File: config.mk
export PLATFORM = sky130hd
export DESIGN_NAME = hsx_hsv
export DESIGN_NICKNAME = d
export VERILOG_FILES = /design/src/hdl/hsx_pkg.sv /design/src/hdl/hsx_hsv.sv
export SDC_FILE = /design/constraint.sdc
export NUM_CORES = 1
export LEC_CHECK = 0
export BUFFER_PORTS_ARGS = -buffer_cell sky130_fd_sc_hd__buf_4
export CORE_ASPECT_RATIO = 1.2
export CORE_MARGIN = 2
export CORE_UTILIZATION = 64
export CTS_BUF_LIST = sky130_fd_sc_hd__clkbuf_4 sky130_fd_sc_hd__clkbuf_8
export CTS_CLUSTER_SIZE = 12
export DETAILED_ROUTE_END_ITERATION = 7
export GPL_TIMING_DRIVEN = 0
export HOLD_SLACK_MARGIN = 0.15
export PLACE_DENSITY = 0.91
export SLEW_MARGIN = 20
export SYNTH_ARGS = -nofsm -noshare
export SYNTH_HDL_FRONTEND = slang
export SYNTH_SLANG_ARGS = --single-unit
File: constraint.sdc
create_clock -name clk -period 8 [get_ports clk]
set_input_delay 1.6 -clock clk [delete_from_list [all_inputs] [get_ports clk]]
set_output_delay 1.6 -clock clk [all_outputs]
set_load 0.01 [all_outputs]
File: src/hdl/hsx_pkg.sv
`default_nettype none

package hsx_pkg;

  // Conversion model codes carried in req_type.
  localparam logic [1:0] REQ_HSV  = 2'd0;
  localparam logic [1:0] REQ_HSL  = 2'd1;
  localparam logic [1:0] REQ_HSI  = 2'd2;
  localparam logic [1:0] REQ_RSVD = 2'd3;

  // Hue angles in 1/64 degree.
  localparam logic [14:0] DEG60  = 15'd3840;
  localparam logic [14:0] DEG120 = 15'd7680;
  localparam logic [14:0] DEG180 = 15'd11520;
  localparam logic [14:0] DEG240 = 15'd15360;
  localparam logic [14:0] DEG300 = 15'd19200;
  localparam logic [14:0] DEG360 = 15'd23040;

  // Channel scaling. HSV/HSL values are in units of 1/(510*3840), HSI values in
  // units of 1/(255*16384). The low power-of-two part of each divisor is a shift.
  localparam int unsigned HSV_ROUND = 32'd979200;
  localparam int unsigned HSI_ROUND = 32'd2088960;
  localparam int unsigned HSV_DIV   = 32'd7650;
  localparam int unsigned HSI_DIV   = 32'd255;
  localparam longint unsigned RECIP_ONE = 64'd4294967296;
  localparam int unsigned HSV_RECIP = 32'(RECIP_ONE / HSV_DIV);
  localparam int unsigned HSI_RECIP = 32'(RECIP_ONE / HSI_DIV);

  localparam int NUM_W   = 22;
  localparam int RECIP_W = 25;
  localparam int QUO_W   = 15;

  // Fixed-point constants for building the HSI ratio table.
  localparam longint Q28_ONE   = 64'sd268435456;
  localparam longint PI_Q28    = 64'sd843314857;
  localparam longint RATIO_ONE = 64'sd16384;
  localparam longint COS_DIV [14] = '{2, 12, 30, 56, 90, 132, 182, 240, 306, 380,
                                      462, 552, 650, 756};

  typedef struct packed {
    logic [1:0]  req_type;
    logic [14:0] hue;
    logic        hue_undefined;
    logic [7:0]  saturation;
    logic [7:0]  level;
    logic [7:0]  alpha;
  } pixel_t;

  typedef struct packed {
    logic [7:0] red;
    logic [7:0] green;
    logic [7:0] blue;
    logic [7:0] opacity;
  } color_t;

  // Per-pixel control that rides alongside the arithmetic.
  typedef struct packed {
    logic       valid;
    logic       use_hsi;
    logic       grey;
    logic [7:0] lvl;
    logic [7:0] alpha;
  } ctl_t;

  typedef struct packed {
    ctl_t        ctl;
    logic        undef;
    logic [2:0]  sec6;
    logic [11:0] t6;
    logic [16:0] c2;
    logic [16:0] m2;
    logic [1:0]  sec3;
    logic [12:0] h3;
    logic [7:0]  sat;
  } front_t;

  typedef struct packed {
    logic [NUM_W-1:0] r;
    logic [NUM_W-1:0] g;
    logic [NUM_W-1:0] b;
  } rgb_num_t;

  // Taylor series cosine of a Q28 radian angle; elaboration use only.
  function automatic longint cos_q28(input longint x);
    longint x2;
    longint term;
    longint sum;
    x2   = (x * x) / Q28_ONE;
    term = Q28_ONE;
    sum  = Q28_ONE;
    for (int k = 0; k < 14; k++) begin
      term = -((term * x2) / Q28_ONE);
      term = term / COS_DIV[k];
      sum  = sum + term;
    end
    return sum;
  endfunction

endpackage

`default_nettype wire

File: src/hdl/hsx_hsv.sv
`default_nettype none

module hsx_hsv (
  input  logic              clk,
  input  logic              en,
  input  hsx_pkg::front_t   front,
  output hsx_pkg::rgb_num_t num
);

  logic [28:0] v1_x;
  logic [28:0] v1_c;
  logic [28:0] v1_m;
  logic [2:0]  v1_sec;
  logic        v1_undef;
  logic [28:0] ar;
  logic [28:0] ag;
  logic [28:0] ab;
  logic [29:0] v2_r;
  logic [29:0] v2_g;
  logic [29:0] v2_b;
  hsx_pkg::rgb_num_t v3;
  hsx_pkg::rgb_num_t dly [3];

  always_ff @(posedge clk) begin
    if (en) begin
      v1_x     <= 29'(front.c2) * 29'(front.t6);
      v1_c     <= 29'(front.c2) * 29'(hsx_pkg::DEG60);
      v1_m     <= 29'(front.m2) * 29'(hsx_pkg::DEG60);
      v1_sec   <= front.sec6;
      v1_undef <= front.undef;
    end
  end

  // Chroma and intermediate go onto the channels that the sector picks.
  always_comb begin
    ar = '0;
    ag = '0;
    ab = '0;
    if (!v1_undef) begin
      case (v1_sec)
        3'd0: begin ar = v1_c; ag = v1_x; end
        3'd1: begin ar = v1_x; ag = v1_c; end
        3'd2: begin ag = v1_c; ab = v1_x; end
        3'd3: begin ag = v1_x; ab = v1_c; end
        3'd4: begin ar = v1_x; ab = v1_c; end
        default: begin ar = v1_c; ab = v1_x; end
      endcase
    end
  end

  always_ff @(posedge clk) begin
    if (en) begin
      v2_r <= 30'(v1_m) + 30'(ar);
      v2_g <= 30'(v1_m) + 30'(ag);
      v2_b <= 30'(v1_m) + 30'(ab);
      v3.r <= 22'((32'(v2_r) + hsx_pkg::HSV_ROUND) >> 8);
      v3.g <= 22'((32'(v2_g) + hsx_pkg::HSV_ROUND) >> 8);
      v3.b <= 22'((32'(v2_b) + hsx_pkg::HSV_ROUND) >> 8);
      dly[0] <= v3;
      for (int i = 1; i < 3; i++) begin
        dly[i] <= dly[i-1];
      end
    end
  end

  assign num = dly[2];

endmodule

`default_nettype wire

==> flow_metrics.env <==
export IMPL_die_h_um=229
export IMPL_die_width_um=191
export IMPL_post_cts_resized=0
export IMPL_worst_slew_pin_slew_ns=1.00
export IMPL_drive_above_1_share_pct=12.0
export IMPL_clk_pin_slew_worst_paths_ns=0.07
export IMPL_ys_flop_type="edfxtp_1"
export IMPL_critPathKind="input port to flip-flop"
export IMPL_rsz0062_at_grt="false"
export IMPL_gp_congestion=0.962
export IMPL_cts_buffer_depth=3
export IMPL_max_freq_mhz=136
export IMPL_placed_area_um2=28600
export IMPL_rows=82
export IMPL_clock_sinks=397
export IMPL_fin_area_um2=29500
export IMPL_nets=2941
export IMPL_clk_latency_ns=0.62
export IMPL_core_um2=41700
export IMPL_htree_num_levels=2
export IMPL_met1_usage_pct=31.9
export IMPL_dp_hpwl_mm=46.7
export IMPL_arrival_ns=7.69
export IMPL_netlist_area_um2=26900
export IMPL_cts_setup_buffers=0
export IMPL_portBuffers=113
export IMPL_vias=17693
export IMPL_grt_max_degree=98
export IMPL_final_antenna_net_count=0
export IMPL_synth_seq_area_share_pct=44.3
export IMPL_pin_count=160
export IMPL_yosysWarnings=0
export IMPL_firstDrtPassIters=8
export IMPL_synth_nets=2770
export IMPL_syn_area_per_cell_um2=11.8
export IMPL_hp_class="flip-flop to flip-flop"
export IMPL_synth_edf_count=397
export IMPL_syn_inst=2285
export IMPL_dr_first_iter_drc_count=1416
export IMPL_timing_critical_path_mode_cell="fa_1"
export IMPL_rrSetupSlack_ns=3.07
export IMPL_power_w=0.0102
export IMPL_fillerInstances=2803
export IMPL_antenna_found_initial=2
export IMPL_design_die_area_um2=43700
export IMPL_synthArstFlopShare_pct=0
export IMPL_routed_wl_mm=60.8
export IMPL_grt_pass1_wl_mm=97.1
export IMPL_setup_tns_final_ns=0
export IMPL_slew_violations=0
export IMPL_crit_required_ns=8.35
export IMPL_met2_usage_pct=53.9
export IMPL_use_met3_pct=3.15
export IMPL_viasPerCell=5.81
export IMPL_crit_fanout=10
export IMPL_grt_pass1_vias=18857
export IMPL_synthDistinctLibCells=65
export IMPL_synthToLayoutAreaGrowth_pct=9.75
export IMPL_grt_usage_pct=28.8
export IMPL_hold_violations=0
export IMPL_fin_crit_sh_pct=91.7
export IMPL_cts_tree="done"
export IMPL_wl_per_cell_um=20.0
export IMPL_start_util_pct=64.6
export IMPL_slew_headroom_pct=32.6
export IMPL_slowest_stage="o31ai_2"
export IMPL_cap_viol_max_count=0
export IMPL_power_density_nw_per_um2=345
export IMPL_remaining_drc_errors=0
export IMPL_p_leak_nw=12.6
export IMPL_cts_hold_repair_buffers=0
export IMPL_slowest_delay_ns=0.62
export IMPL_ys_ff_latch=397
export IMPL_fin_skew_ns=0.0298
export IMPL_cts_made_buffers=52
export IMPL_setup_viol=0
export IMPL_finalWorstPathRequiredPeriod_ns=7.34
export IMPL_cts_root_buf="clkbuf_8"
export IMPL_grt_busiest_layer="met2"
export IMPL_vdd_drop_max_v=0.000218
export IMPL_grt_ovfl_total=0
export IMPL_start_kind="input port"
export IMPL_crit_chain="clkbuf_1 -> clkbuf_1 -> nand2_1 -> fa_1 -> fa_1 -> inv_1 -> fa_1 -> fa_1 -> inv_1 -> fa_1 -> inv_1 -> ha_1 -> a21o_1 -> a21o_1 -> a21oi_1 -> o31ai_4 -> o31ai_2 -> o21ai_0 -> a21oi_1 -> xnor2_1"
export IMPL_endpoint_kind="flip-flop"
export IMPL_outcome="complete, no violations"
-- cells in the mapped netlist, types with 16 or more instances --
cell type  number  area (µm²)
edfxtp_1      397       11900
nand2_1       253         950
inv_1         225         845
fa_1          214        4280
ha_1          177        2210
a21oi_1       120         601
xnor2_1       102         893
nor2_1         95         357
and2_1         79         494
clkbuf_1       69         259
buf_4          66         495
a21o_1         60         450
xor2_1         57         499
nand3_1        53         265
o21ai_0        48         240
nor3_1         24         120
mux2_2         21         236
a22o_1         20         175
a222oi_1       19         190
nor2b_1        18         113
and3_1         16         100
nand2b_1       16         100
o21bai_1       16         120
-- state kept, by name (all words and copies together), names as in the netlist --
name      flops
v1_x         21
v1_sec        3
v1_m         21
v2_g         22
v2_b         22
v1_undef      1
v2_r         22
dly         198
v1_c         21
v3           66
-- cells by family after synthesis --
kind of cell | Yosys count | synth area share, %
and+or+nand+nor | 588 | 10.2
DFF | 397 | 44.3
adders and majority gates | 391 | 24.1
buffers and inverters | 363 | 5.98
AOI/OAI and AO/OA | 362 | 9.15
xor gates and xnor gates | 159 | 5.17
muxes | 25 | 1.03
-- path summary, 6_finish.rpt --
| path | startpoint | to | cells past startpoint |
|---|---|---|---|
| setup / recovery | front[61] | v1_x[27] | 20 |
| hold / removal | v3[6] | dly[0][6] | 0 |
| setup reg to reg | v1_sec[2] | v2_g[28] | 15 |
| hold reg to reg | v3[6] | dly[0][6] | 0 |
-- per-stage QoR --
step	hold WS, ns	setup WS, ns	utilization, %	cells
floorplan	0.400	1.11	-	2285
global placement	0.400	0.291	68.3	2944
detailed placement	0.405	0.0940	68.6	2948
CTS	0.392	0.717	70.9	3042
global route	0.411	0.400	70.9	3042
finish	0.393	0.660	70.9	3045
-- power breakdown --
| group | internal [W] | switching, W |
|---|---|---|
| Clock | 0.000677 | 0.000743 |
| Combinational | 0.00213 | 0.00290 |
| Sequential | 0.00329 | 0.000445 |
-- layer usage --
layer | wire, µm | up-vias | part of all wire (%)
li1 | - | 8200 | -
met1 | 21700 | 8707 | 36
met2 | 33000 | 611 | 54
met3 | 2870 | 171 | 4.7
met4 | 3260 | 4 | 5.4
met5 | 27 | - | 0.044
-- critical path: cells and delay by family --
family / cells / cell delay (ns)
AOI/OAI and AO/OA: 7 / 2.04
and+or+nand+nor: 1 / 0.14
xor gates and xnor gates: 1 / 0.08
buffers and inverters: 5 / 1.01
adders and majority gates: 6 / 2.80
-- placed cells by master, fill, tap and decap left out, types with 10 or more instances in the layout --
cell      count
edfxtp_1    397
clkinv_1     15
nand4_1      13
clkbuf_4     11
fa_1        214
nand2_1     253
a22o_1       20
and2_1       79
mux2_2       21
clkbuf_1     69
clkbuf_8     53
inv_1       225
a21oi_1     120
nand2b_1     16
xnor2_1     102
nand3_1      53
ha_1        177
xor2_1       57
o21ai_0      48
buf_4       178
o21a_1       10
a222oi_1     19
and3_1       16
nor2_1       95
nor3_1       24
o21bai_1     16
a21o_1       60
nor2b_1      18
-- area by class of cell --
cell class / instances / area (µm²) / area share, %
multi-input cells: 1525 / 13400 / 45.3
plain buffers: 138 / 766 / 2.59
flip-flops and latches: 397 / 11900 / 40.4
clock buffers: 64 / 812 / 2.75
inverters: 225 / 845 / 2.86
clock inverters: 30 / 156 / 0.529
diodes: 3 / 7.51 / 0.0254
repair buffers: 117 / 966 / 3.27
well taps: 546 / 683 / 2.31
(Power assumes the default switching activity.)
