File: src/hdl/hsx_pkg.sv
`default_nettype none

package hsx_pkg;

  // Conversion model codes carried in req_type.
  localparam logic [1:0] REQ_HSV  = 2'd0;
  localparam logic [1:0] REQ_HSL  = 2'd1;
  localparam logic [1:0] REQ_HSI  = 2'd2;
  localparam logic [1:0] REQ_RSVD = 2'd3;

  // Hue angles in 1/64 degree.
  localparam logic [14:0] DEG60  = 15'd3840;
  localparam logic [14:0] DEG120 = 15'd7680;
  localparam logic [14:0] DEG180 = 15'd11520;
  localparam logic [14:0] DEG240 = 15'd15360;
  localparam logic [14:0] DEG300 = 15'd19200;
  localparam logic [14:0] DEG360 = 15'd23040;

  // Channel scaling. HSV/HSL values are in units of 1/(510*3840), HSI values in
  // units of 1/(255*16384). The low power-of-two part of each divisor is a shift.
  localparam int unsigned HSV_ROUND = 32'd979200;
  localparam int unsigned HSI_ROUND = 32'd2088960;
  localparam int unsigned HSV_DIV   = 32'd7650;
  localparam int unsigned HSI_DIV   = 32'd255;
  localparam longint unsigned RECIP_ONE = 64'd4294967296;
  localparam int unsigned HSV_RECIP = 32'(RECIP_ONE / HSV_DIV);
  localparam int unsigned HSI_RECIP = 32'(RECIP_ONE / HSI_DIV);

  localparam int NUM_W   = 22;
  localparam int RECIP_W = 25;
  localparam int QUO_W   = 15;

  // Fixed-point constants for building the HSI ratio table.
  localparam longint Q28_ONE   = 64'sd268435456;
  localparam longint PI_Q28    = 64'sd843314857;
  localparam longint RATIO_ONE = 64'sd16384;
  localparam longint COS_DIV [14] = '{2, 12, 30, 56, 90, 132, 182, 240, 306, 380,
                                      462, 552, 650, 756};

  typedef struct packed {
    logic [1:0]  req_type;
    logic [14:0] hue;
    logic        hue_undefined;
    logic [7:0]  saturation;
    logic [7:0]  level;
    logic [7:0]  alpha;
  } pixel_t;

  typedef struct packed {
    logic [7:0] red;
    logic [7:0] green;
    logic [7:0] blue;
    logic [7:0] opacity;
  } color_t;

  // Per-pixel control that rides alongside the arithmetic.
  typedef struct packed {
    logic       valid;
    logic       use_hsi;
    logic       grey;
    logic [7:0] lvl;
    logic [7:0] alpha;
  } ctl_t;

  typedef struct packed {
    ctl_t        ctl;
    logic        undef;
    logic [2:0]  sec6;
    logic [11:0] t6;
    logic [16:0] c2;
    logic [16:0] m2;
    logic [1:0]  sec3;
    logic [12:0] h3;
    logic [7:0]  sat;
  } front_t;

  typedef struct packed {
    logic [NUM_W-1:0] r;
    logic [NUM_W-1:0] g;
    logic [NUM_W-1:0] b;
  } rgb_num_t;

  // Taylor series cosine of a Q28 radian angle; elaboration use only.
  function automatic longint cos_q28(input longint x);
    longint x2;
    longint term;
    longint sum;
    x2   = (x * x) / Q28_ONE;
    term = Q28_ONE;
    sum  = Q28_ONE;
    for (int k = 0; k < 14; k++) begin
      term = -((term * x2) / Q28_ONE);
      term = term / COS_DIV[k];
      sum  = sum + term;
    end
    return sum;
  endfunction

endpackage

`default_nettype wire

File: src/hdl/hsx_hsi.sv
`default_nettype none

module hsx_hsi #(
  parameter int RATIO_TABLE_DEPTH = 128
) (
  input  logic              clk,
  input  logic              en,
  input  hsx_pkg::front_t   front,
  output hsx_pkg::rgb_num_t num
);

  localparam int AW = $clog2(7680 * RATIO_TABLE_DEPTH);
  localparam int VW = AW - 9;
  localparam int PW = VW + 13;
  localparam int QW = PW - 16;
  localparam int IW = $clog2(RATIO_TABLE_DEPTH);
  localparam logic [12:0] RECIP15 = 13'd4369;

  // Ratio cos(H)/cos(60deg - H) in signed Q14, one entry per step of the sector.
  logic signed [16:0] ratio_rom [RATIO_TABLE_DEPTH];

  for (genvar k = 0; k < RATIO_TABLE_DEPTH; k++) begin : g_rom
    localparam longint H   = (longint'(k) * 2 * hsx_pkg::PI_Q28) / (3 * RATIO_TABLE_DEPTH);
    localparam longint CN  = hsx_pkg::cos_q28(H);
    localparam longint CDR = hsx_pkg::cos_q28(hsx_pkg::PI_Q28 / 3 - H);
    localparam longint CD  = (CDR <= 0) ? longint'(1) : CDR;
    localparam longint NUM = CN * hsx_pkg::RATIO_ONE;
    localparam longint RAT = (NUM >= 0) ? (NUM + CD / 2) / CD : -((-NUM + CD / 2) / CD);
    localparam longint ENTRY = (k == 0) ? 2 * hsx_pkg::RATIO_ONE : RAT;
    assign ratio_rom[k] = 17'(ENTRY);
  end

  logic [AW-1:0]      h1_a;
  logic [7:0]         h1_sat, h2_sat, h3_sat, h4_sat;
  logic [7:0]         h1_lvl, h2_lvl, h3_lvl, h4_lvl;
  logic [1:0]         h1_sec, h2_sec, h3_sec, h4_sec, h5_sec;
  logic [VW-1:0]      vin;
  logic [PW-1:0]      qprod;
  logic [VW-1:0]      h2_v;
  logic [QW-1:0]      h2_q;
  logic [VW:0]        rem;
  logic [QW-1:0]      idx_full;
  logic [IW-1:0]      idx;
  logic signed [16:0] h3_ratio;
  logic signed [25:0] h4_sr;
  logic [15:0]        h4_ml;
  logic signed [26:0] inner_maj;
  logic signed [26:0] inner_mnr;
  logic signed [35:0] h5_maj;
  logic signed [35:0] h5_mnr;
  logic [29:0]        h5_mid;
  logic signed [35:0] maj_rnd;
  logic signed [35:0] mnr_rnd;
  logic [31:0]        mid_rnd;
  logic [hsx_pkg::NUM_W-1:0] s_maj, s_mnr, s_mid;

  always_comb begin
    vin   = h1_a[AW-1:9];
    qprod = PW'(vin) * PW'(RECIP15);
    // Quotient estimate by 15 is low by at most one.
    rem   = (VW+1)'(h2_v) - (VW+1)'(h2_q) * (VW+1)'(15);
    idx_full = (rem >= (VW+1)'(15)) ? h2_q + QW'(1) : h2_q;
    if (idx_full >= QW'(RATIO_TABLE_DEPTH)) begin
      idx = IW'(RATIO_TABLE_DEPTH - 1);
    end else begin
      idx = idx_full[IW-1:0];
    end
    inner_maj = 27'sd4177920 + h4_sr;
    inner_mnr = 27'sd4177920 + $signed({5'b0, h4_sat, 14'b0}) - h4_sr;
    maj_rnd   = h5_maj + 36'sd2088960;
    mnr_rnd   = h5_mnr + 36'sd2088960;
    mid_rnd   = 32'(h5_mid) + hsx_pkg::HSI_ROUND;
    s_maj     = (h5_maj > 36'sd0) ? maj_rnd[35:14] : '0;
    s_mnr     = (h5_mnr > 36'sd0) ? mnr_rnd[35:14] : '0;
    s_mid     = hsx_pkg::NUM_W'(mid_rnd[31:14]);
  end

  always_ff @(posedge clk) begin
    if (en) begin
      h1_a     <= AW'(front.h3) * AW'(RATIO_TABLE_DEPTH);
      h1_sat   <= front.sat;
      h1_lvl   <= front.ctl.lvl;
      h1_sec   <= front.sec3;

      h2_v     <= vin;
      h2_q     <= qprod[PW-1:16];
      h2_sat   <= h1_sat;
      h2_lvl   <= h1_lvl;
      h2_sec   <= h1_sec;

      h3_ratio <= ratio_rom[idx];
      h3_sat   <= h2_sat;
      h3_lvl   <= h2_lvl;
      h3_sec   <= h2_sec;

      h4_sr    <= $signed({1'b0, h3_sat}) * h3_ratio;
      h4_ml    <= 16'(h3_lvl) * 16'(8'd255 - h3_sat);
      h4_sat   <= h3_sat;
      h4_lvl   <= h3_lvl;
      h4_sec   <= h3_sec;

      h5_maj   <= $signed({1'b0, h4_lvl}) * inner_maj;
      h5_mnr   <= $signed({1'b0, h4_lvl}) * inner_mnr;
      h5_mid   <= {h4_ml, 14'b0};
      h5_sec   <= h4_sec;

      case (h5_sec)
        2'd0: begin num.r <= s_maj; num.g <= s_mnr; num.b <= s_mid; end
        2'd1: begin num.r <= s_mid; num.g <= s_maj; num.b <= s_mnr; end
        default: begin num.r <= s_mnr; num.g <= s_mid; num.b <= s_maj; end
      endcase
    end
  end

endmodule

`default_nettype wire

File: config.mk
export PLATFORM = sky130hd
export DESIGN_NAME = hsx_hsi
export DESIGN_NICKNAME = d
export VERILOG_FILES = /design/src/hdl/hsx_pkg.sv /design/src/hdl/hsx_hsi.sv
export SDC_FILE = /design/constraint.sdc
export NUM_CORES = 2
export LEC_CHECK = 0
export BUFFER_PORTS_ARGS = -buffer_cell sky130_fd_sc_hd__buf_2
export CAP_MARGIN = 5
export CORE_UTILIZATION = 31
export DETAILED_ROUTE_END_ITERATION = 12
export PLACE_DENSITY = 0.5
export SYNTH_ARGS = -nofsm -noshare
export SYNTH_HDL_FRONTEND = slang
export SYNTH_SLANG_ARGS = --single-unit
File: constraint.sdc
create_clock -name clk -period 16.8 [get_ports clk]
set_input_delay 3.36 -clock clk [delete_from_list [all_inputs] [get_ports clk]]
set_output_delay 3.36 -clock clk [all_outputs]
set_load 0.01 [all_outputs]
==> impl_metrics.json <==
{
  "status": "complete, no violations",
  "firstDrtPassIters": 7,
  "netlist_top_cells_area": "fa_1 (26%), edfxtp_1 (24%), ha_1 (10%)",
  "cts_buffers": 43,
  "synth_fp_nets": 5142,
  "synth-seq-area-share_pct": 23.9,
  "cts_tree": "yes",
  "viasPerCell": 4.81,
  "drive_gt1_share_pct": 5.63,
  "finalHoldViolCount": 0,
  "gp_congestion": 0.893,
  "multi_input_area_mm2": 0.0269,
  "hpwl_um": 74700,
  "fin_crit_ns": 8.13,
  "critical_path_class": "reg2reg",
  "cts_resized": 0,
  "synth_top_cell_by_area": "fa_1",
  "clock-sinks": 316,
  "synthCells": 4216,
  "drt_iter0_markers": 1687,
  "clkLatencyLatePin_ns": 0.62,
  "clock_skew_ns": 0.0427,
  "rsz0062_at_grt": "no",
  "cts_setup_buffers": 0,
  "met3_usage_pct": 1.82,
  "max_freq_ghz": 0.123,
  "rows": 131,
  "drcViolationCount": 0,
  "grt_busiest_layer": "met2",
  "start_util_pct": 31.2,
  "clock-root-buffer": "clkbuf_16",
  "ys_warn_count": 0,
  "globalRouteMet2Util_pct": 25.1,
  "critPathMaxFanout": 13,
  "required_ns": 17.16,
  "fp.dieH_um": 360,
  "maxCapViolations": 0,
  "min_period_over_period_pct": 48.4,
  "antenna_left": 0,
  "antenna_found_initial": 1,
  "ios": 160,
  "timing.final.max_slew_violations": 0,
  "maxSlewHeadroom_pct": 23.0,
  "track_usage_pct": 15.2,
  "synth_top_area_share_pct": 25.5,
  "fin_nets": 5157,
  "die_area_mm2": 0.130,
  "syn_area_mm2": 0.0398,
  "cts_htree_levels": 2,
  "ys.flop_type": "edfxtp_1",
  "fillCellCount": 13100,
  "ctsHoldBuffers": 0,
  "core-area_mm2": 0.127,
  "drt-total-wl_um": 98400,
  "final_cell_mix": "inv_1 (742), fa_1 (507), nand2_1 (408), and2_1 (325), ha_1 (325)",
  "endpoint_kind": "register",
  "setup_viol": 0,
  "cp_slowest_cell": "or4_1",
  "startpoint_type": "register",
  "grt_pass1_wl_um": 160000,
  "crit_arrival_ns": 8.49,
  "diodes": 0,
  "met1_usage_pct": 21.0,
  "clock_path_buffers": 3,
  "grt_max_degree": 121,
  "worstMarginPinSlew_ns": 1.12,
  "synth_seq_cells": 316,
  "synth_cell_types": 89,
  "synth_edf_count": 316,
  "hold_class": "reg2reg",
  "seq_area_mm2": 0.00949,
  "dieWidth_um": 360,
  "grt_remaining_overflow": 0,
  "grt_pass1_vias": 29300,
  "wl_per_cell_um": 16.6,
  "clk_pin_slew_ns": 0.06,
  "final_common_cell": "inv_1",
  "postSynthAreaPerCell_um2": 9.43,
  "port_buffers": 96,
  "critPathMaxStageDelay_ns": 0.66,
  "synthArstFlopShare_pct": 0,
  "vias": 28500,
  "area_growth_pct": 9.26,
  "finalSetupTns_ns": 0
}
cell usage after synthesis (26+ instances only):
| cell type | number |
|---|---|
| edfxtp_1 | 316 |
| a211oi_1 | 26 |
| clkbuf_1 | 135 |
| nor3_1 | 78 |
| fa_1 | 507 |
| nand2b_1 | 63 |
| a21oi_1 | 164 |
| a21o_1 | 35 |
| a31oi_1 | 26 |
| nand3_1 | 54 |
| nand2_1 | 408 |
| inv_1 | 742 |
| nor2_1 | 204 |
| nor2b_1 | 73 |
| xor2_1 | 79 |
| ha_1 | 325 |
| nor4_1 | 26 |
| and2_1 | 325 |
| xnor2_1 | 132 |
| o21ai_0 | 139 |
per-layer routing:
layer	part of all wire (%)	vias to the layer above
met5	0.0091	-
met4	2.5	2
met3	4.1	144
met2	46	606
met1	48	14000
li1	-	13700
worst paths after layout:
kind | start | end | slack, ns | depth (start not counted)
setup reg to reg | h4_sr[8] | h5_mnr[33] | 8.67 | 28
hold / removal | h1_lvl[1] | h2_lvl[1] | 0.41 | 0
hold reg to reg | h1_lvl[1] | h2_lvl[1] | 0.41 | 0
setup / recovery | h4_sr[8] | h5_mnr[33] | 8.67 | 28
layout make-up:
type,instances,share of cell area (%)
tap,1662,4.78
clock inverter,31,0.720
inverter,745,6.44
sequential,316,21.8
timing repair buffer,138,1.85
multi-input combinational,2987,61.8
clock buffer,49,2.53
registers in the layout (all words and copies together), names as in the netlist, 8 cells and up:
signal	flops
h2_sat	8
h1_sat	8
num	66
h3_lvl	8
h4_sat	8
h4_ml	16
h1_a	11
h1_lvl	8
h2_v	11
h3_sat	8
h5_mid	16
h4_lvl	8
h2_q	8
h5_maj	36
h3_ratio	17
h4_sr	26
h5_mnr	35
h2_lvl	8
stage by stage:
stage	instances	instance area [um^2]	hold slack (ns)	worst slack, ns	util, %
after CTS	5928	43500	0.410	8.60	34.1
after floorplan	4216	39800	0.400	9.71	-
after global placement	5848	42000	0.401	8.61	33.0
final	5928	43500	0.406	8.67	34.1
after detailed placement	5848	42000	0.405	8.61	33.0
after global routing	5928	43500	0.411	8.00	34.1
kinds of logic (layout without fill, tap and decap cells):
logic type                 after synthesis  after routing  synth area share (%)
adders and majority gates              832            832                  35.7
xor gates and xnor gates               211            211                  4.65
muxes                                   20             20                 0.550
AOI/OAI and AO/OA                      595            595                  9.68
buffers and inverters                  913            963                  8.72
and+or+nand+nor                       1329           1329                  16.8
DFF                                    316            316                  23.9
worst max-delay path: cells and delay by family, from the launching register on:
kind                       cells  cell delay, ns
adders and majority gates      5            2.38
AOI/OAI and AO/OA             11            1.95
xor gates and xnor gates       2            0.63
and+or+nand+nor                7            2.18
buffers and inverters          3            0.14
DFF                            1            0.60
Power is not shown: default switching activity piles up to over one toggle a cycle in this logic, so the estimate is an artifact.
