`src/hdl/hsx_pkg.sv`:
```
`default_nettype none

package hsx_pkg;

  // Conversion model codes carried in req_type.
  localparam logic [1:0] REQ_HSV  = 2'd0;
  localparam logic [1:0] REQ_HSL  = 2'd1;
  localparam logic [1:0] REQ_HSI  = 2'd2;
  localparam logic [1:0] REQ_RSVD = 2'd3;

  // Hue angles in 1/64 degree.
  localparam logic [14:0] DEG60  = 15'd3840;
  localparam logic [14:0] DEG120 = 15'd7680;
  localparam logic [14:0] DEG180 = 15'd11520;
  localparam logic [14:0] DEG240 = 15'd15360;
  localparam logic [14:0] DEG300 = 15'd19200;
  localparam logic [14:0] DEG360 = 15'd23040;

  // Channel scaling. HSV/HSL values are in units of 1/(510*3840), HSI values in
  // units of 1/(255*16384). The low power-of-two part of each divisor is a shift.
  localparam int unsigned HSV_ROUND = 32'd979200;
  localparam int unsigned HSI_ROUND = 32'd2088960;
  localparam int unsigned HSV_DIV   = 32'd7650;
  localparam int unsigned HSI_DIV   = 32'd255;
  localparam longint unsigned RECIP_ONE = 64'd4294967296;
  localparam int unsigned HSV_RECIP = 32'(RECIP_ONE / HSV_DIV);
  localparam int unsigned HSI_RECIP = 32'(RECIP_ONE / HSI_DIV);

  localparam int NUM_W   = 22;
  localparam int RECIP_W = 25;
  localparam int QUO_W   = 15;

  // Fixed-point constants for building the HSI ratio table.
  localparam longint Q28_ONE   = 64'sd268435456;
  localparam longint PI_Q28    = 64'sd843314857;
  localparam longint RATIO_ONE = 64'sd16384;
  localparam longint COS_DIV [14] = '{2, 12, 30, 56, 90, 132, 182, 240, 306, 380,
                                      462, 552, 650, 756};

  typedef struct packed {
    logic [1:0]  req_type;
    logic [14:0] hue;
    logic        hue_undefined;
    logic [7:0]  saturation;
    logic [7:0]  level;
    logic [7:0]  alpha;
  } pixel_t;

  typedef struct packed {
    logic [7:0] red;
    logic [7:0] green;
    logic [7:0] blue;
    logic [7:0] opacity;
  } color_t;

  // Per-pixel control that rides alongside the arithmetic.
  typedef struct packed {
    logic       valid;
    logic       use_hsi;
    logic       grey;
    logic [7:0] lvl;
    logic [7:0] alpha;
  } ctl_t;

  typedef struct packed {
    ctl_t        ctl;
    logic        undef;
    logic [2:0]  sec6;
    logic [11:0] t6;
    logic [16:0] c2;
    logic [16:0] m2;
    logic [1:0]  sec3;
    logic [12:0] h3;
    logic [7:0]  sat;
  } front_t;

  typedef struct packed {
    logic [NUM_W-1:0] r;
    logic [NUM_W-1:0] g;
    logic [NUM_W-1:0] b;
  } rgb_num_t;

  // Taylor series cosine of a Q28 radian angle; elaboration use only.
  function automatic longint cos_q28(input longint x);
    longint x2;
    longint term;
    longint sum;
    x2   = (x * x) / Q28_ONE;
    term = Q28_ONE;
    sum  = Q28_ONE;
    for (int k = 0; k < 14; k++) begin
      term = -((term * x2) / Q28_ONE);
      term = term / COS_DIV[k];
      sum  = sum + term;
    end
    return sum;
  endfunction

endpackage

`default_nettype wire

```
`src/hdl/hsx_div.sv`:
```
`default_nettype none

module hsx_div (
  input  logic                      clk,
  input  logic                      en,
  input  logic [hsx_pkg::NUM_W-1:0] num,
  input  logic                      use_hsi,
  output logic [7:0]                chan
);

  localparam int PW = hsx_pkg::NUM_W + hsx_pkg::RECIP_W;

  logic [hsx_pkg::RECIP_W-1:0] recip;
  logic [PW-1:0]               d1_prod;
  logic [hsx_pkg::NUM_W-1:0]   d1_num;
  logic                        d1_hsi;
  logic [hsx_pkg::QUO_W-1:0]   q0;
  logic [27:0]                 qd;
  logic [27:0]                 divisor;
  logic [27:0]                 rem;
  logic [hsx_pkg::QUO_W:0]     q;

  assign recip = use_hsi ? hsx_pkg::RECIP_W'(hsx_pkg::HSI_RECIP)
                         : hsx_pkg::RECIP_W'(hsx_pkg::HSV_RECIP);

  // Reciprocal estimate is at most one short; one compare fixes it.
  always_comb begin
    q0      = d1_prod[PW-1:32];
    divisor = d1_hsi ? 28'(hsx_pkg::HSI_DIV) : 28'(hsx_pkg::HSV_DIV);
    qd      = 28'(q0) * divisor;
    rem     = 28'(d1_num) - qd;
    q       = (rem >= divisor) ? (hsx_pkg::QUO_W+1)'(q0) + 1'b1 : (hsx_pkg::QUO_W+1)'(q0);
  end

  always_ff @(posedge clk) begin
    if (en) begin
      d1_prod <= PW'(num) * PW'(recip);
      d1_num  <= num;
      d1_hsi  <= use_hsi;
      chan    <= (q > (hsx_pkg::QUO_W+1)'(255)) ? 8'd255 : q[7:0];
    end
  end

endmodule

`default_nettype wire

```
`config.mk`:
```
export PLATFORM = sky130hd
export DESIGN_NAME = hsx_div
export DESIGN_NICKNAME = d
export VERILOG_FILES = /design/src/hdl/hsx_pkg.sv /design/src/hdl/hsx_div.sv
export SDC_FILE = /design/constraint.sdc
export NUM_CORES = 1
export LEC_CHECK = 0
export ABC_CLOCK_PERIOD_IN_PS = 8300
export BUFFER_PORTS_ARGS = -buffer_cell sky130_fd_sc_hd__clkbuf_2
export CAP_MARGIN = 20
export CORE_MARGIN = 1.5
export CORE_UTILIZATION = 40
export CTS_CLUSTER_DIAMETER = 100
export DETAILED_ROUTE_END_ITERATION = 10
export GPL_ROUTABILITY_DRIVEN = 0
export SLEW_MARGIN = 30
export SYNTH_ARGS = -nofsm -noshare
export SYNTH_HDL_FRONTEND = slang
export SYNTH_SLANG_ARGS = --single-unit
```
`constraint.sdc`:
```
create_clock -name clk -period 8.3 [get_ports clk]
set_clock_uncertainty 0.05 [all_clocks]
set_input_delay 1.245 -clock clk [delete_from_list [all_inputs] [get_ports clk]]
set_output_delay 1.245 -clock clk [all_outputs]
set_load 0.02 [all_outputs]
```
==> impl_metrics.toml, run 1 <==
[outcome]
status = "finished clean"

[global_route]
overflow = 0
grt_max_degree = 47
grt_usage = 0.193
grt_pass1_vias = 12000
grt_pass1_wl_mm = 62.0
antenna_found_initial = 0

[routing]
routedWlPerCell_um = 16.3
drt_iter0_drc = 513
viasPerCell = 4.85
drc = 0
num_vias = 11000
totalWireLength_mm = 37.1
drtPass1Iterations = 4
ant_nets = 0

[floorplan]
floorplan.io_pins = 33
dieArea_um2 = 41000
start_util = 0.409
floorplan.die.height_um = 203
fp.coreArea_um2 = 38900
die_w_um = 203
rows = 72

[timing]
worst_pin_slew_ns = 0.738
fmax_mhz = 124
setup_violations = 0
fin_crit_ns = 8.06
slew_violations = 0
finalHoldViolCount = 0
min_period_over_period = 0.971
slew-limit-headroom = 0.503

[layout]
fin_cells = 2275
multiInputGateArea_um2 = 12700
layout-drive-gt1-share = 0.0894
fin_nets = 2378
antenna_cells = 0
finalCoreUtilization = 0.445
syn_to_final_growth_pct = 8.75
fillCellCount = 3787
seq_area_um2 = 1380

[clock_tree]
cts_sinks = 46
cts_buffer_depth = 2
worstSkewPairLatency_ns = 0.30
h-tree-depth = 2
cts_tree = "yes"
root_buffer = "clkbuf_16"
cts_hold_buf = 0
cts_buffers = 5
clkTransAtPathRegs_ns = 0.07

[synthesis]
yosysTopAreaCellShare = 0.319
netlist_area_um2 = 15900
yosys.area.top_type = "fa_1"
yosys_warnings = 0
async_flop_share = 0
ys_seq_area_frac = 0.0868
yosys_most_used_dff = "edfxtp_1"
avgSynthCellArea_um2 = 9.57
synth_area_leaders = "fa_1 32%, ha_1 27%, inv_1 12%, edfxtp_1 8.7%, xnor2_1 2.0%"
netlist_instances = 1663
synth_cell_type_count = 80
synth_enable_flop_cells = 46
synth.ff_latch_count = 46

[placement]
dpl.hpwl_mm = 33.5
portBuffers = 32
placedCellCount = 2256

[worst_setup_path]
crit_slowest_cell = "fa_1"
cpMostUsedCell = "fa_1"
path_buf_inv = 7
cpPeakStageDelay_ns = 0.58
cpLargestDelayFamily = "adder cells"
cp_max_fo = 7
worstSetupStartpointType = "register"
endpoint_kind = "register"
criticalPathCategory = "register to register"
required_ns = 8.29
cp.arrival_ns = 8.05

[min_path]
hold_class = "register to register"

[flow_run]
maxCapViolCount = 0
## worst paths after layout
check        depth (start not counted)      end        start  slack, ns
max                                 31  chan[5]       d1_hsi       0.24
min                                  3  chan[1]  d1_prod[43]       0.88
max reg2reg                         31  chan[5]       d1_hsi       0.24
min reg2reg                          3  chan[1]  d1_prod[43]       0.88
## per-layer routing
metal / share of wire / GRT usage
met5: 0 / 0
met1: 0.47 / 0.269
met3: 0.044 / 0.0281
met2: 0.47 / 0.318
met4: 0.019 / 0.0437
## synthesized netlist by cell type (13+ instances only)
cell and count:
nand2_1 71, nand3_1 19, a21oi_1 54, fa_1 254
inv_1 493, nor3_1 16, ha_1 343, xor2_1 15
xnor2_1 36, or2_2 13, nor2_1 55, a21o_1 22
nand2b_1 19, and2_1 14, edfxtp_1 46, o21ai_0 37
## sequential cells by signal, summed over array words and instances, names as in the netlist
register  flops
d1_prod      18
d1_num       19
d1_hsi        1
chan          8
## layout by cell type, fill, tap and decap left out, drive strengths merged, types with 5 or more instances in the layout
cell     Yosys  layout
ha         343     343
nand2b      19      19
nand2       72      72
nor2        55      55
nand3       21      21
o21a        11      11
xor2        15      15
xnor2       36      36
and2        17      17
edfxtp      46      46
a21o        23      23
o211a        5       5
clkbuf      11      37
buf          5      54
inv        493     493
conb         2      18
and3         9       9
o21bai       8       8
o211ai       5       5
o21ai       42      42
nor2b       12      12
a2111oi      6       6
a211oi       7       7
fa         254     254
nor3        17      17
or2         15      15
nand4        9       9
a21oi       54      54
## worst min-delay path, stage by stage, from the launching register on
cell and delay (ns):
edfxtp_1 0.41, buf_4 0.23, o31ai_4 0.09, o2111ai_1 0.08
## area by class of cell
class                   instances  area share
multi-input cells            1123       0.733
inverters                     494       0.107
flip-flops and latches         46      0.0798
well taps                     518      0.0374
repair buffers                 86      0.0338
clock buffers                   5     0.00723
clock inverters                 3     0.00137
## metrics by stage
stage / setup slack (ns) / cell area (um2) / setup TNS, ns / hold WS, ns
after floorplan: 0.525 / 16000 / 0 / 0.739
after global placement: 0.117 / 17000 / 0 / 0.869
after detailed placement: 0.0277 / 17000 / 0 / 0.862
after CTS: 0.0898 / 17200 / 0 / 0.886
after global routing: -0.0505 / 17300 / -0.256 / 0.909
final: 0.240 / 17300 / 0 / 0.875
## cells by family (layout without fill, tap and decap cells)
group	count (synthesis)	count (layout)	share of synthesized area
DFF	46	46	0.0868
xor gates and xnor gates	51	51	0.0281
other	2	18	0.000472
adders and majority gates	597	597	0.589
and+or+nand+nor	260	260	0.0824
muxes	4	4	0.00259
AOI/OAI and AO/OA	193	193	0.0878
buffers and inverters	510	588	0.123
## timing repair
item | in CTS | in global routing
resized for setup | 1 | 18
setup buffers | 0 | 11
endpoints found under the hold margin | 0 | 0
pin swaps | 0 | 2
setup endpoints to repair | 1 | 10
Power of run 1 is not shown: default switching activity piles up to over one toggle a cycle in this logic, so the estimate is an artifact.
==> run 2: changes to the inputs <==
Settings changed: GPL_TIMING_DRIVEN from default to 0.
==> impl_metrics.toml, run 2 (synthesis gave the netlist of run 1 again) <==
[outcome]
status = "finished clean"

[timing]
fmax_mhz = 125
finalHoldViolCount = 0
fin_crit_ns = 8.02
slew-limit-headroom = 0.567
worst_pin_slew_ns = 0.650
setup_tns_ns = 0
whs_ns = 0.855
slew_violations = 0
rsz0062_at_grt = "yes"
setup_violations = 0
min_period_over_period = 0.967

[min_path]
hold_class = "register to register"
hold_depth = 4
worstHoldStart = "d1_prod[39]"
holdPathEnd = "chan[7]"

[routing]
ant_nets = 0
wl_met1_mm = 16.7
totalWireLength_mm = 36.4
route.met2.wl_mm = 17.5
drtPass1Iterations = 5
drt_iter0_drc = 430
dr.max_layer_used = "met5"
viasPerCell = 4.91
route.met3.wl_mm = 1.18
drc = 0
num_vias = 11200
routedWlPerCell_um = 15.9

[layout]
fin_area_um2 = 17600
top_register = "d1_num"
final_common_cell = "inv_1"
largestRegisters = "d1_num (19), d1_prod (18), chan (8)"
fin_cells = 2288
largest_reg_flops = 19
fin_nets = 2390
fillCellCount = 3770
syn_to_final_growth_pct = 10.5
mostFrequentLayoutCells = "491 x inv_1, 340 x ha_1, 254 x fa_1"
layout-drive-gt1-share = 0.113

[floorplan]
rows = 72
floorplan.die.height_um = 203
start_util = 0.409
floorplan.io_pins = 33
die_w_um = 203
fp.coreArea_um2 = 38900
dieArea_um2 = 41000

[clock_tree]
cts_tree = "yes"
worstSkewPairLatency_ns = 0.31
root_buffer = "clkbuf_16"
cts_hold_buf = 0
h-tree-depth = 2
cts_buffers = 5
cts_sinks = 46
cts_buffer_depth = 2
clkTransAtPathRegs_ns = 0.08

[worst_setup_path]
cp_max_fo = 9
reg2reg_to = "chan[1]"
required_ns = 8.27
rr_worst_depth = 25
endpoint_kind = "register"
cp.arrival_ns = 8.00
worstSetupStartpointType = "register"
r2r_slack_ns = 0.28
timing.rr.start = "d1_prod[42]"
criticalPathCategory = "register to register"

[global_route]
grt_usage = 0.188
overflow = 0
antenna_found_initial = 2
grt_max_degree = 47
grt_pass1_wl_mm = 61.0
grt_pass1_vias = 12000

[placement]
post_dp_cell_area_um2 = 16800
portBuffers = 32
placedCellCount = 2229
dpl.hpwl_mm = 32.3

[flow_run]
maxCapViolCount = 0
-- run 2: cell count changes in the layout (fill, tap and decap cells not counted), moves of 4 or more --
| cell | change |
|---|---|
| nand2_1 | -7 |
| nand2_2 | +6 |
| buf_6 | +5 |
| nor2_1 | -4 |
| nor2_4 | +4 |
-- run 2: worst max-delay path by stage --
| stage | startpoint | endpoint | slack, ns | cells after the start |
|---|---|---|---|---|
| 6_report | d1_prod[42] | chan[1] | 0.28 | 25 |
| 5_1_grt | d1_hsi | chan[5] | -0.03 | 32 |
| 4_1_cts | d1_prod[33] | chan[1] | 0.007 | 25 |
| 3_5_place_dp | use_hsi | d1_prod[45] | -1.85 | 27 |
| 3_3_place_gp | use_hsi | d1_prod[45] | -1.87 | 27 |
| 2_1_floorplan | use_hsi | d1_prod[45] | 0.52 | 26 |
-- run 2: stage by stage --
stage	util	worst slack, ns
after floorplan	-	0.525
after global placement	0.431	-1.87
after detailed placement	0.432	-1.85
after CTS	0.439	0.00684
after global routing	0.452	-0.0294
final	0.452	0.275
-- run 2: what timing repair did --
item,CTS,global route
setup buffers,7,43
resized for setup,33,54
pin swaps,2,10
endpoints found under the setup margin,20,14
-- run 2: critical path, cell delays in order, from the launching register on --
cell       delay, ns
edfxtp_1        0.67
inv_1           0.22
fa_1            0.58
inv_1           0.07
fa_1            0.53
inv_1           0.05
fa_1            0.52
fa_1            0.44
fa_1            0.55
inv_1           0.05
fa_1            0.50
inv_1           0.04
ha_1            0.34
and2_2          0.26
a2111oi_4       0.39
nor2_1          0.09
a211oi_2        0.34
xor2_1          0.27
o2111ai_2       0.20
nor4_2          0.36
nand2_2         0.15
or2_1           0.27
buf_6           0.13
a211oi_2        0.16
o211a_2         0.30
o2111ai_1       0.19
-- run 2: metal layers --
layer | track usage | vias to the layer above
met4 | 0.0561 | 4
met3 | 0.0167 | 70
li1 | - | 5440
met2 | 0.320 | 168
met1 | 0.255 | 5546
met5 | 0 | -
-- run 2: area by class of cell --
class | instances | area, um2 | share of cell area
clock inverter | 3 | 28.8 | 0.00164
inverter | 494 | 1860 | 0.106
timing repair buffer | 82 | 538 | 0.0306
sequential | 46 | 1380 | 0.0785
antenna | 1 | 2.50 | 0.000142
tap | 518 | 648 | 0.0368
clock buffer | 5 | 125 | 0.00711
multi-input combinational | 1123 | 12900 | 0.731
buffer | 16 | 144 | 0.00818
Power of run 2 is left out for the same reason.
