## src/hdl/hsx_pkg.sv

```systemverilog
`default_nettype none

package hsx_pkg;

  // Conversion model codes carried in req_type.
  localparam logic [1:0] REQ_HSV  = 2'd0;
  localparam logic [1:0] REQ_HSL  = 2'd1;
  localparam logic [1:0] REQ_HSI  = 2'd2;
  localparam logic [1:0] REQ_RSVD = 2'd3;

  // Hue angles in 1/64 degree.
  localparam logic [14:0] DEG60  = 15'd3840;
  localparam logic [14:0] DEG120 = 15'd7680;
  localparam logic [14:0] DEG180 = 15'd11520;
  localparam logic [14:0] DEG240 = 15'd15360;
  localparam logic [14:0] DEG300 = 15'd19200;
  localparam logic [14:0] DEG360 = 15'd23040;

  // Channel scaling. HSV/HSL values are in units of 1/(510*3840), HSI values in
  // units of 1/(255*16384). The low power-of-two part of each divisor is a shift.
  localparam int unsigned HSV_ROUND = 32'd979200;
  localparam int unsigned HSI_ROUND = 32'd2088960;
  localparam int unsigned HSV_DIV   = 32'd7650;
  localparam int unsigned HSI_DIV   = 32'd255;
  localparam longint unsigned RECIP_ONE = 64'd4294967296;
  localparam int unsigned HSV_RECIP = 32'(RECIP_ONE / HSV_DIV);
  localparam int unsigned HSI_RECIP = 32'(RECIP_ONE / HSI_DIV);

  localparam int NUM_W   = 22;
  localparam int RECIP_W = 25;
  localparam int QUO_W   = 15;

  // Fixed-point constants for building the HSI ratio table.
  localparam longint Q28_ONE   = 64'sd268435456;
  localparam longint PI_Q28    = 64'sd843314857;
  localparam longint RATIO_ONE = 64'sd16384;
  localparam longint COS_DIV [14] = '{2, 12, 30, 56, 90, 132, 182, 240, 306, 380,
                                      462, 552, 650, 756};

  typedef struct packed {
    logic [1:0]  req_type;
    logic [14:0] hue;
    logic        hue_undefined;
    logic [7:0]  saturation;
    logic [7:0]  level;
    logic [7:0]  alpha;
  } pixel_t;

  typedef struct packed {
    logic [7:0] red;
    logic [7:0] green;
    logic [7:0] blue;
    logic [7:0] opacity;
  } color_t;

  // Per-pixel control that rides alongside the arithmetic.
  typedef struct packed {
    logic       valid;
    logic       use_hsi;
    logic       grey;
    logic [7:0] lvl;
    logic [7:0] alpha;
  } ctl_t;

  typedef struct packed {
    ctl_t        ctl;
    logic        undef;
    logic [2:0]  sec6;
    logic [11:0] t6;
    logic [16:0] c2;
    logic [16:0] m2;
    logic [1:0]  sec3;
    logic [12:0] h3;
    logic [7:0]  sat;
  } front_t;

  typedef struct packed {
    logic [NUM_W-1:0] r;
    logic [NUM_W-1:0] g;
    logic [NUM_W-1:0] b;
  } rgb_num_t;

  // Taylor series cosine of a Q28 radian angle; elaboration use only.
  function automatic longint cos_q28(input longint x);
    longint x2;
    longint term;
    longint sum;
    x2   = (x * x) / Q28_ONE;
    term = Q28_ONE;
    sum  = Q28_ONE;
    for (int k = 0; k < 14; k++) begin
      term = -((term * x2) / Q28_ONE);
      term = term / COS_DIV[k];
      sum  = sum + term;
    end
    return sum;
  endfunction

endpackage

`default_nettype wire

```

## src/hdl/hsx_front.sv

```systemverilog
`default_nettype none

module hsx_front (
  input  logic            clk,
  input  logic            rst,
  input  logic            en,
  input  logic            pixel_valid,
  input  hsx_pkg::pixel_t pixel,
  output hsx_pkg::front_t front
);

  logic [14:0] hue_r;
  logic [2:0]  sec6;
  logic [14:0] base6;
  logic [11:0] rem6;
  logic [11:0] t6;
  logic [1:0]  sec3;
  logic [14:0] base3;
  logic [7:0]  span;
  logic [7:0]  mul_b;
  logic [15:0] prod;
  logic [16:0] c2;
  logic [16:0] m2;
  logic        is_hsl;
  logic        grey;

  always_comb begin
    hue_r = (pixel.hue >= hsx_pkg::DEG360) ? pixel.hue - hsx_pkg::DEG360 : pixel.hue;
    sec6  = 3'(hue_r >= hsx_pkg::DEG60) + 3'(hue_r >= hsx_pkg::DEG120) +
            3'(hue_r >= hsx_pkg::DEG180) + 3'(hue_r >= hsx_pkg::DEG240) +
            3'(hue_r >= hsx_pkg::DEG300);
    base6 = 15'(sec6) * hsx_pkg::DEG60;
    rem6  = 12'(hue_r - base6);
    // Odd sectors run the intermediate component downward.
    t6    = sec6[0] ? 12'(hsx_pkg::DEG60) - rem6 : rem6;

    if (hue_r < hsx_pkg::DEG120) begin
      sec3  = 2'd0;
      base3 = '0;
    end else if (hue_r < hsx_pkg::DEG240) begin
      sec3  = 2'd1;
      base3 = hsx_pkg::DEG120;
    end else begin
      sec3  = 2'd2;
      base3 = hsx_pkg::DEG240;
    end

    // HSL span is 255 - |2L - 255|.
    span   = pixel.level[7] ? 8'(9'd510 - {pixel.level, 1'b0}) : {pixel.level[6:0], 1'b0};
    is_hsl = (pixel.req_type == hsx_pkg::REQ_HSL);
    mul_b  = is_hsl ? span : pixel.level;
    prod   = 16'(pixel.saturation) * 16'(mul_b);
    c2     = {prod, 1'b0};
    m2     = 17'(pixel.level) * 17'd510 - (is_hsl ? 17'(prod) : c2);

    grey = ((pixel.req_type == hsx_pkg::REQ_HSI) &&
            ((pixel.saturation == 8'd0) || pixel.hue_undefined)) ||
           (pixel.req_type == hsx_pkg::REQ_RSVD);
  end

  always_ff @(posedge clk) begin
    if (rst) begin
      front.ctl.valid <= 1'b0;
    end else if (en) begin
      front.ctl.valid   <= pixel_valid;
      front.ctl.use_hsi <= (pixel.req_type == hsx_pkg::REQ_HSI);
      front.ctl.grey    <= grey;
      front.ctl.lvl     <= pixel.level;
      front.ctl.alpha   <= pixel.alpha;
      front.undef       <= pixel.hue_undefined;
      front.sec6        <= sec6;
      front.t6          <= t6;
      front.c2          <= c2;
      front.m2          <= m2;
      front.sec3        <= sec3;
      front.h3          <= 13'(hue_r - base3);
      front.sat         <= pixel.saturation;
    end
  end

endmodule

`default_nettype wire

```

## config.mk

```make
export PLATFORM = sky130hd
export DESIGN_NAME = hsx_front
export DESIGN_NICKNAME = d
export VERILOG_FILES = /design/src/hdl/hsx_pkg.sv /design/src/hdl/hsx_front.sv
export SDC_FILE = /design/constraint.sdc
export NUM_CORES = 1
export LEC_CHECK = 0
export ABC_AREA = 1
export BUFFER_PORTS_ARGS = -buffer_cell sky130_fd_sc_hd__clkbuf_2
export CAP_MARGIN = 20
export CORE_MARGIN = 3
export CORE_UTILIZATION = 55
export DETAILED_ROUTE_END_ITERATION = 8
export PLACE_DENSITY_LB_ADDON = 0.05
export SLEW_MARGIN = 20
export SYNTH_ARGS = -nofsm -noshare
export SYNTH_HDL_FRONTEND = slang
export SYNTH_SLANG_ARGS = --single-unit
export TNS_END_PERCENT = 50
```

## constraint.sdc

```tcl
create_clock -name clk -period 6.6 [get_ports clk]
set_input_delay 0 -clock clk [delete_from_list [all_inputs] [get_ports clk]]
set_output_delay 0 -clock clk [all_outputs]
set_load 0.05 [all_outputs]
```

==> out/qor.csv, run 1 <==
stage,metric,value,unit
outcome,status,"finished, final reports clean",
grt,grt_use_total,22.2,%
cells_and_area,nets,1336,
yosys,synth_top_area_share,31.4,%
cells_and_area,postLayoutCellArea,10100,sq um
yosys,seq_area_frac_synth,31.6,%
placement,place_congestion,0.877,
drt,avgViaCountPerCell,5.04,
clock_network,cts.htree.levels,3,
grt,overflow,0,
grt,grt_max_degree,58,
yosys,ys.flop_type,edfxtp_1,
run,cap_violations,0,
setup_path,crit_slowest_cell,dlygate4sd3_1,
cells_and_area,largest_register_ff_count,90,
cells_and_area,layout_top_registers,front x90,
yosys,synth_edf_count,89,
setup_path,cp.buffers_inverters,9,
cells_and_area,syn2layout_area_growth,18.6,%
drt,drc,0,
grt,antenna_found_initial,0,
setup_path,crit_fanout,13,
timing,min_period,6110,ps
timing,worst_slew_margin_rel,44.5,%
drt,dr.pass1.iters,5,
setup_path,crit_type,in2reg,
yosys,synth.distinct_cells,42,
hold_path,holdCritPathClass,in2reg,
drt,num_vias,6584,
placement,place_hpwl,14.5,mm
grt,grt_pass1_vias,6333,
floorplan,die_x,130,um
setup_path,critPathTopFamily,adder cells,
clock_network,path_clk_slew,70,ps
setup_path,critPathArrivalTime,6230,ps
timing,rsz0062_at_grt,no,
clock_network,cts_made_buffers,9,
floorplan,core_area,14900,sq um
timing,fin_crit_sh,92.6,%
placement,io_buffers,136,
drt,drt_iter0_drc,296,
clock_network,cts.path.max_buffers,2,
yosys,avgSynthCellArea,9.08,sq um
timing,clock_skew,0,ps
timing,setup_tns,0,ps
clock_network,cts_tree,done,
drt,wl_per_cell,13.9,um
setup_path,cp.required,6710,ps
yosys,synth_top_cell_by_area,edfxtp_1,
grt,grt_pass1_wl,29.8,mm
placement,place_area,9440,sq um
timing,timing.final.max_slew_violations,0,
timing,tightest_slew,831,ps
clock_network,clock-sinks,90,
floorplan,num_io_pins,138,
yosys,synth_area_leaders,"edfxtp_1, fa_1, ha_1, inv_1, nand2_1",
cells_and_area,drive_above_1_share,17.2,%
clock_network,clk-insertion-delay-late,350,ps
cells_and_area,regMostFlops,front,
floorplan,row_count,44,
floorplan,start_util,57.3,%
drt,wl,18.2,mm
timing,setup_viol,0,
setup_path,worstSetupEndpointType,register,
yosys,ys_ff_latch,90,
setup_path,cp-start-kind,input port,
timing,fmax,164,MHz
clock_network,root_buffer,clkbuf_16,
yosys,ys_warn_count,0,
drt,ant_nets,0,
yosys,synthCells,938,
yosys,synthesis.area,8520,sq um
floorplan,chipHeight,130,um
cells_and_area,antenna_cells,0,
floorplan,die-area,17000,sq um
yosys,synthArstFlopShare,0,%
timing,finalHoldViolCount,0,
setup_path,crit_path_max_incr_delay,550,ps
[layout make-up]
type                       count  area [sq um]
multi-input combinational    640          5070
fill                        1214          4760
sequential                    90          2690
timing repair buffer         172          1040
inverter                     204           766
tap                          184           230
clock buffer                   9           225
clock inverter                 7          80.1
[routing by layer]
layer	share of wire [%]	global-route usage, %	vias to the layer above
met1	47	31.0	3080
met3	4.6	3.41	14
met5	0	0	-
met4	1.2	5.32	0
met2	47	36.9	151
li1	-	-	3339
[worst paths after layout]
path                            startpoint        end  slack, ps  depth (start not counted)
worst min-delay path              pixel[9]  front[82]         20                          1
worst min register to register   front[91]  front[91]       1060                          3
worst max register to register   front[91]  front[91]       5430                          3
worst max-delay path             pixel[40]  front[39]        490                         33
[kinds of logic (layout without fill, tap and decap cells)]
kind of cell / after synthesis / count (layout) / synth area share (%)
flops: 90 / 90 / 31.6
compound gates: 94 / 94 / 6.23
simple gates: 319 / 319 / 15.8
xor+xnor: 48 / 48 / 4.93
buf+inv: 210 / 392 / 9.37
mux: 3 / 3 / 0.352
fa+ha+maj: 173 / 173 / 31.7
other cells: 1 / 3 / 0.0440
[cell usage after synthesis, drive strengths merged, types with 6 or more instances]
cell type  count
nand2        168
edfxtp        89
nand3         38
xnor2         15
nand4          6
inv          203
nor2          92
or2            6
xor2          33
a21oi         39
o21ai         34
ha           102
fa            71
[worst reg2reg max path, delay by kind of cell, from the launching register on]
kind	cells	cell delay [ps]
AOI/OAI and AO/OA	1	150
buffers and inverters	1	590
DFF	1	330
and+or+nand+nor	1	50
[cells in the final DEF, fill, tap and decap left out, types with 4 or more instances in the layout]
cell type	count
inv_6	4
nand2_2	11
buf_4	5
or2_2	5
xor2_1	33
o21ai_0	25
dlygate4sd3_1	30
inv_1	198
o21ai_2	5
a21o_1	5
xnor2_1	15
ha_1	102
nor2_1	88
edfxtp_1	89
fa_1	71
clkbuf_2	136
nor3_1	4
a21oi_1	39
nand3_1	38
nand4_1	6
nand2_1	155
inv_2	5
clkbuf_16	9
[metrics by stage]
stage | utilization [%] | setup WS [ps] | instances | hold slack, ps
floorplan | - | 1150 | 940 | 69.1
global placement | 63.5 | 523 | 1258 | 177
detailed placement | 63.5 | 415 | 1258 | 179
CTS | 67.6 | 265 | 1304 | 6.18
global route | 68.0 | 24.4 | 1306 | 15.7
finish | 68.0 | 488 | 1306 | 15.9
[timing repair]
item / in CTS / in global routing
setup buffers: 0 / 2
endpoints found under the hold margin: 33 / 0
gates resized for setup: 0 / 7
hold buffers: 30 / 0
endpoints found under the setup margin: 0 / 3
Power of run 1 is not shown: default switching activity piles up to over one toggle a cycle in this logic, so the estimate is an artifact.
==> inputs of run 2 (changes only) <==
- CORE_ASPECT_RATIO: unset -> 0.8
==> out/qor.csv, run 2 (same netlist as run 1, synthesis figures left out) <==
stage,metric,value,unit
timing,finalHoldViolCount,0,
clock_network,clock-sinks,90,
clock_network,cts_tree,done,
drt,avgViaCountPerCell,4.98,
clock_network,clk-insertion-delay-late,350,ps
drt,route.met3.wl,977,um
setup_path,crit_path_max_incr_delay,540,ps
floorplan,chipHeight,117,um
setup_path,cp.required,6720,ps
cells_and_area,n_fill_cell,1245,
timing,setup_viol,0,
timing,rsz0062_at_grt,no,
drt,wl_per_cell,14.1,um
timing,setup_tns,0,ps
drt,wl,18.7,mm
cells_and_area,final_common_cell,inv_1,
grt,antenna_found_initial,0,
setup_path,critPathTopFamily,adder cells,
floorplan,row_count,40,
cells_and_area,layout_top_registers,front x90,
placement,place_hpwl,14.9,mm
cells_and_area,antenna_cells,0,
drt,met1Wirelength,9.15,mm
floorplan,die-area,17000,sq um
setup_path,crit_slowest_cell,dlygate4sd3_1,
floorplan,num_io_pins,138,
drt,met2_length,8.43,mm
grt,grt_pass1_vias,6450,
drt,num_vias,6634,
clock_network,cts_made_buffers,9,
clock_network,path_clk_slew,70,ps
grt,grt_use_total,22.6,%
cells_and_area,layout_common_cells,"inv_1, nand2_1, clkbuf_2",
timing,tightest_slew,637,ps
setup_path,cp-start-kind,input port,
timing,timing.final.max_slew_violations,0,
drt,dr.pass1.iters,5,
timing,min_period,6140,ps
grt,overflow,0,
floorplan,core_area,15100,sq um
run,cap_violations,0,
timing,worst_slew_margin_rel,57.5,%
setup_path,worstSetupEndpointType,register,
timing,fin_crit_sh,93.0,%
grt,grt_pass1_wl,31.5,mm
outcome,status,"finished, final reports clean",
cells_and_area,largest_register_ff_count,90,
hold_path,holdCritPathClass,in2reg,
setup_path,critPathArrivalTime,6260,ps
clock_network,cts.path.max_buffers,2,
clock_network,cts.htree.levels,3,
setup_path,crit_fanout,8,
clock_network,root_buffer,clkbuf_16,
placement,io_buffers,136,
setup_path,crit_type,in2reg,
grt,grt_max_degree,52,
setup_path,cp.buffers_inverters,8,
drt,drt_iter0_drc,407,
drt,ant_nets,0,
timing,fmax,163,MHz
cells_and_area,nets,1337,
drt,top_layer,met4,
timing,clock_skew,0,ps
placement,place_congestion,0.901,
cells_and_area,regMostFlops,front,
cells_and_area,syn2layout_area_growth,19.1,%
floorplan,start_util,56.4,%
cells_and_area,drive_above_1_share,17.3,%
drt,drc,0,
floorplan,die_x,145,um
-- run 2: cell type report --
class / instances / area, sq um / area share, %
clock buffers: 9 / 225 / 2.22
clock inverters: 7 / 78.8 / 0.777
inverters: 204 / 766 / 7.55
multi-input cells: 640 / 5060 / 49.9
flip-flops and latches: 90 / 2690 / 26.5
well taps: 210 / 263 / 2.59
repair buffers: 173 / 1060 / 10.4
-- run 2: worst register-to-register path, stage by stage (launching register included) --
cell and delay (ps):
dfxtp_1 340, nand2_1 60, a21oi_1 110, dlygate4sd3_1 550
-- run 2: final timing paths --
kind	to	cells past startpoint	slack, ps	startpoint
setup / recovery	front[39]	31	460	pixel[40]
hold / removal	front[89]	3	30	pixel[41]
setup reg to reg	front[91]	3	5470	front[91]
hold reg to reg	front[91]	3	1030	front[91]
-- run 2: timing repair --
action                                  in CTS  in global routing
hold endpoints to repair                    34                  0
setup buffers                                0                  2
endpoints found under the setup margin       0                  4
hold buffers                                31                  0
resized for setup                            0                  6
-- run 2: stage by stage --
step	worst slack [ps]	instance area, sq um	util, %	hold WS [ps]	cells
2_1_floorplan	1150	8530	-	69.1	940
3_3_place_gp	461	9470	62.6	177	1283
3_5_place_dp	247	9470	62.6	179	1283
4_1_cts	201	10100	66.7	0.502	1330
5_1_grt	35.0	10100	67.1	62.1	1333
6_report	460	10100	67.1	28.9	1333
-- run 2: metal layers --
layer,GRT usage (%),up-vias
li1,-,3342
met1,32.7,3096
met2,36.3,182
met3,4.21,14
met4,4.45,0
met5,0,-
Power of run 2 is left out for the same reason.
==> inputs of run 3 (changes only) <==
- PLACE_DENSITY: unset -> 0.78
- PLACE_DENSITY_LB_ADDON: 0.05 -> unset
==> out/qor.csv, run 3 (same netlist as run 1, synthesis figures left out) <==
stage,metric,value,unit
drt,wl_per_cell,14.5,um
floorplan,core_area,15100,sq um
setup_path,crit_fanout,10,
cells_and_area,nets,1337,
cells_and_area,antenna_cells,0,
drt,wl,19.3,mm
timing,worst_slew_margin_rel,38.8,%
placement,io_buffers,136,
placement,pre_cts_ws,326,ps
clock_network,root_buffer,clkbuf_16,
floorplan,start_util,56.4,%
cells_and_area,utilization,67.2,%
placement,place_hpwl,15.1,mm
placement,place_congestion,0.913,
cells_and_area,drive_above_1_share,17.3,%
setup_path,worstSetupEndpointType,register,
timing,holdWs,66.9,ps
cells_and_area,largest_register_ff_count,90,
timing,finalHoldViolCount,0,
setup_path,cp.required,6710,ps
floorplan,chipHeight,117,um
cells_and_area,regMostFlops,front,
hold_path,holdCritPathClass,in2reg,
timing,timing.final.max_slew_violations,0,
timing,min_period,6130,ps
cells_and_area,layout_top_registers,front x90,
floorplan,die-area,17000,sq um
timing,clock_skew,0,ps
clock_network,cts_made_buffers,9,
timing,tightest_slew,915,ps
floorplan,num_io_pins,138,
setup_path,crit_type,in2reg,
setup_path,crit_slowest_cell,dlygate4sd3_1,
floorplan,row_count,40,
drt,drt_iter0_drc,420,
grt,overflow,0,
grt,grt_pass1_vias,6588,
outcome,status,"finished, final reports clean",
clock_network,cts.htree.levels,3,
cells_and_area,syn2layout_area_growth,19.1,%
run,cap_violations,0,
clock_network,cts_tree,done,
drt,dr.pass1.iters,5,
setup_path,cp-start-kind,input port,
timing,fin_crit_sh,92.8,%
clock_network,clock-sinks,90,
timing,fmax,163,MHz
clock_network,path_clk_slew,70,ps
grt,grt_use_total,22.7,%
cells_and_area,n_fill_cell,1228,
clock_network,cts.path.max_buffers,2,
grt,grt_max_degree,55,
setup_path,crit_path_max_incr_delay,530,ps
timing,setup_ws,474,ps
cells_and_area,layout_common_cells,"inv_1, nand2_1, clkbuf_2",
drt,ant_nets,0,
drt,avgViaCountPerCell,5.12,
timing,setup_viol,0,
clock_network,clk-insertion-delay-late,350,ps
drt,drc,0,
grt,antenna_found_initial,0,
grt,grt_pass1_wl,31.9,mm
cells_and_area,final_common_cell,inv_1,
drt,num_vias,6819,
setup_path,critPathArrivalTime,6240,ps
cells_and_area,final_cells,1333,
placement,dpl.cell_count,1283,
floorplan,die_x,145,um
==> run 3: cell type report <==
type / instances / area, sq um / share of cell area (%)
timing repair buffer: 173 / 1050 / 10.4
inverter: 204 / 766 / 7.54
sequential: 90 / 2690 / 26.5
clock inverter: 7 / 81.3 / 0.801
clock buffer: 9 / 225 / 2.22
multi-input combinational: 640 / 5070 / 50.0
tap: 210 / 263 / 2.59
==> run 3: per-stage QoR <==
step                TNS, ps  area, sq um
floorplan                 0         8530
global placement          0         9470
detailed placement        0         9470
CTS                       0        10100
global route          -18.5        10100
finish                    0        10100
==> run 3: path summary, 6_finish.rpt <==
kind | from | end | slack (ps) | cells after the start
worst max-delay path | pixel[40] | front[39] | 470 | 33
worst max register to register | front[91] | front[91] | 5470 | 3
worst min register to register | front[91] | front[91] | 1030 | 3
worst min-delay path | pixel[10] | front[83] | 70 | 1
==> run 3: what timing repair did <==
item / CTS / global route
setup endpoints to repair: 0 / 5
gates resized for setup: 0 / 6
setup buffers: 0 / 2
endpoints found under the hold margin: 31 / 0
hold buffers: 32 / 0
==> run 3: critical path: cells and delay by family <==
kind	cells	cell delay, ps
compound gates	5	740
xor+xnor	1	190
fa+ha+maj	6	2770
buf+inv	9	1210
simple gates	12	1300
==> run 3: per-layer routing <==
layer | GRT usage (%) | share of wire [%] | vias to the layer above
met5 | 0 | 0 | -
li1 | - | - | 3339
met3 | 4.75 | 6.7 | 19
met1 | 32.1 | 45 | 3220
met4 | 4.63 | 1.3 | 0
met2 | 36.7 | 47 | 241
Power of run 3 is left out for the same reason.
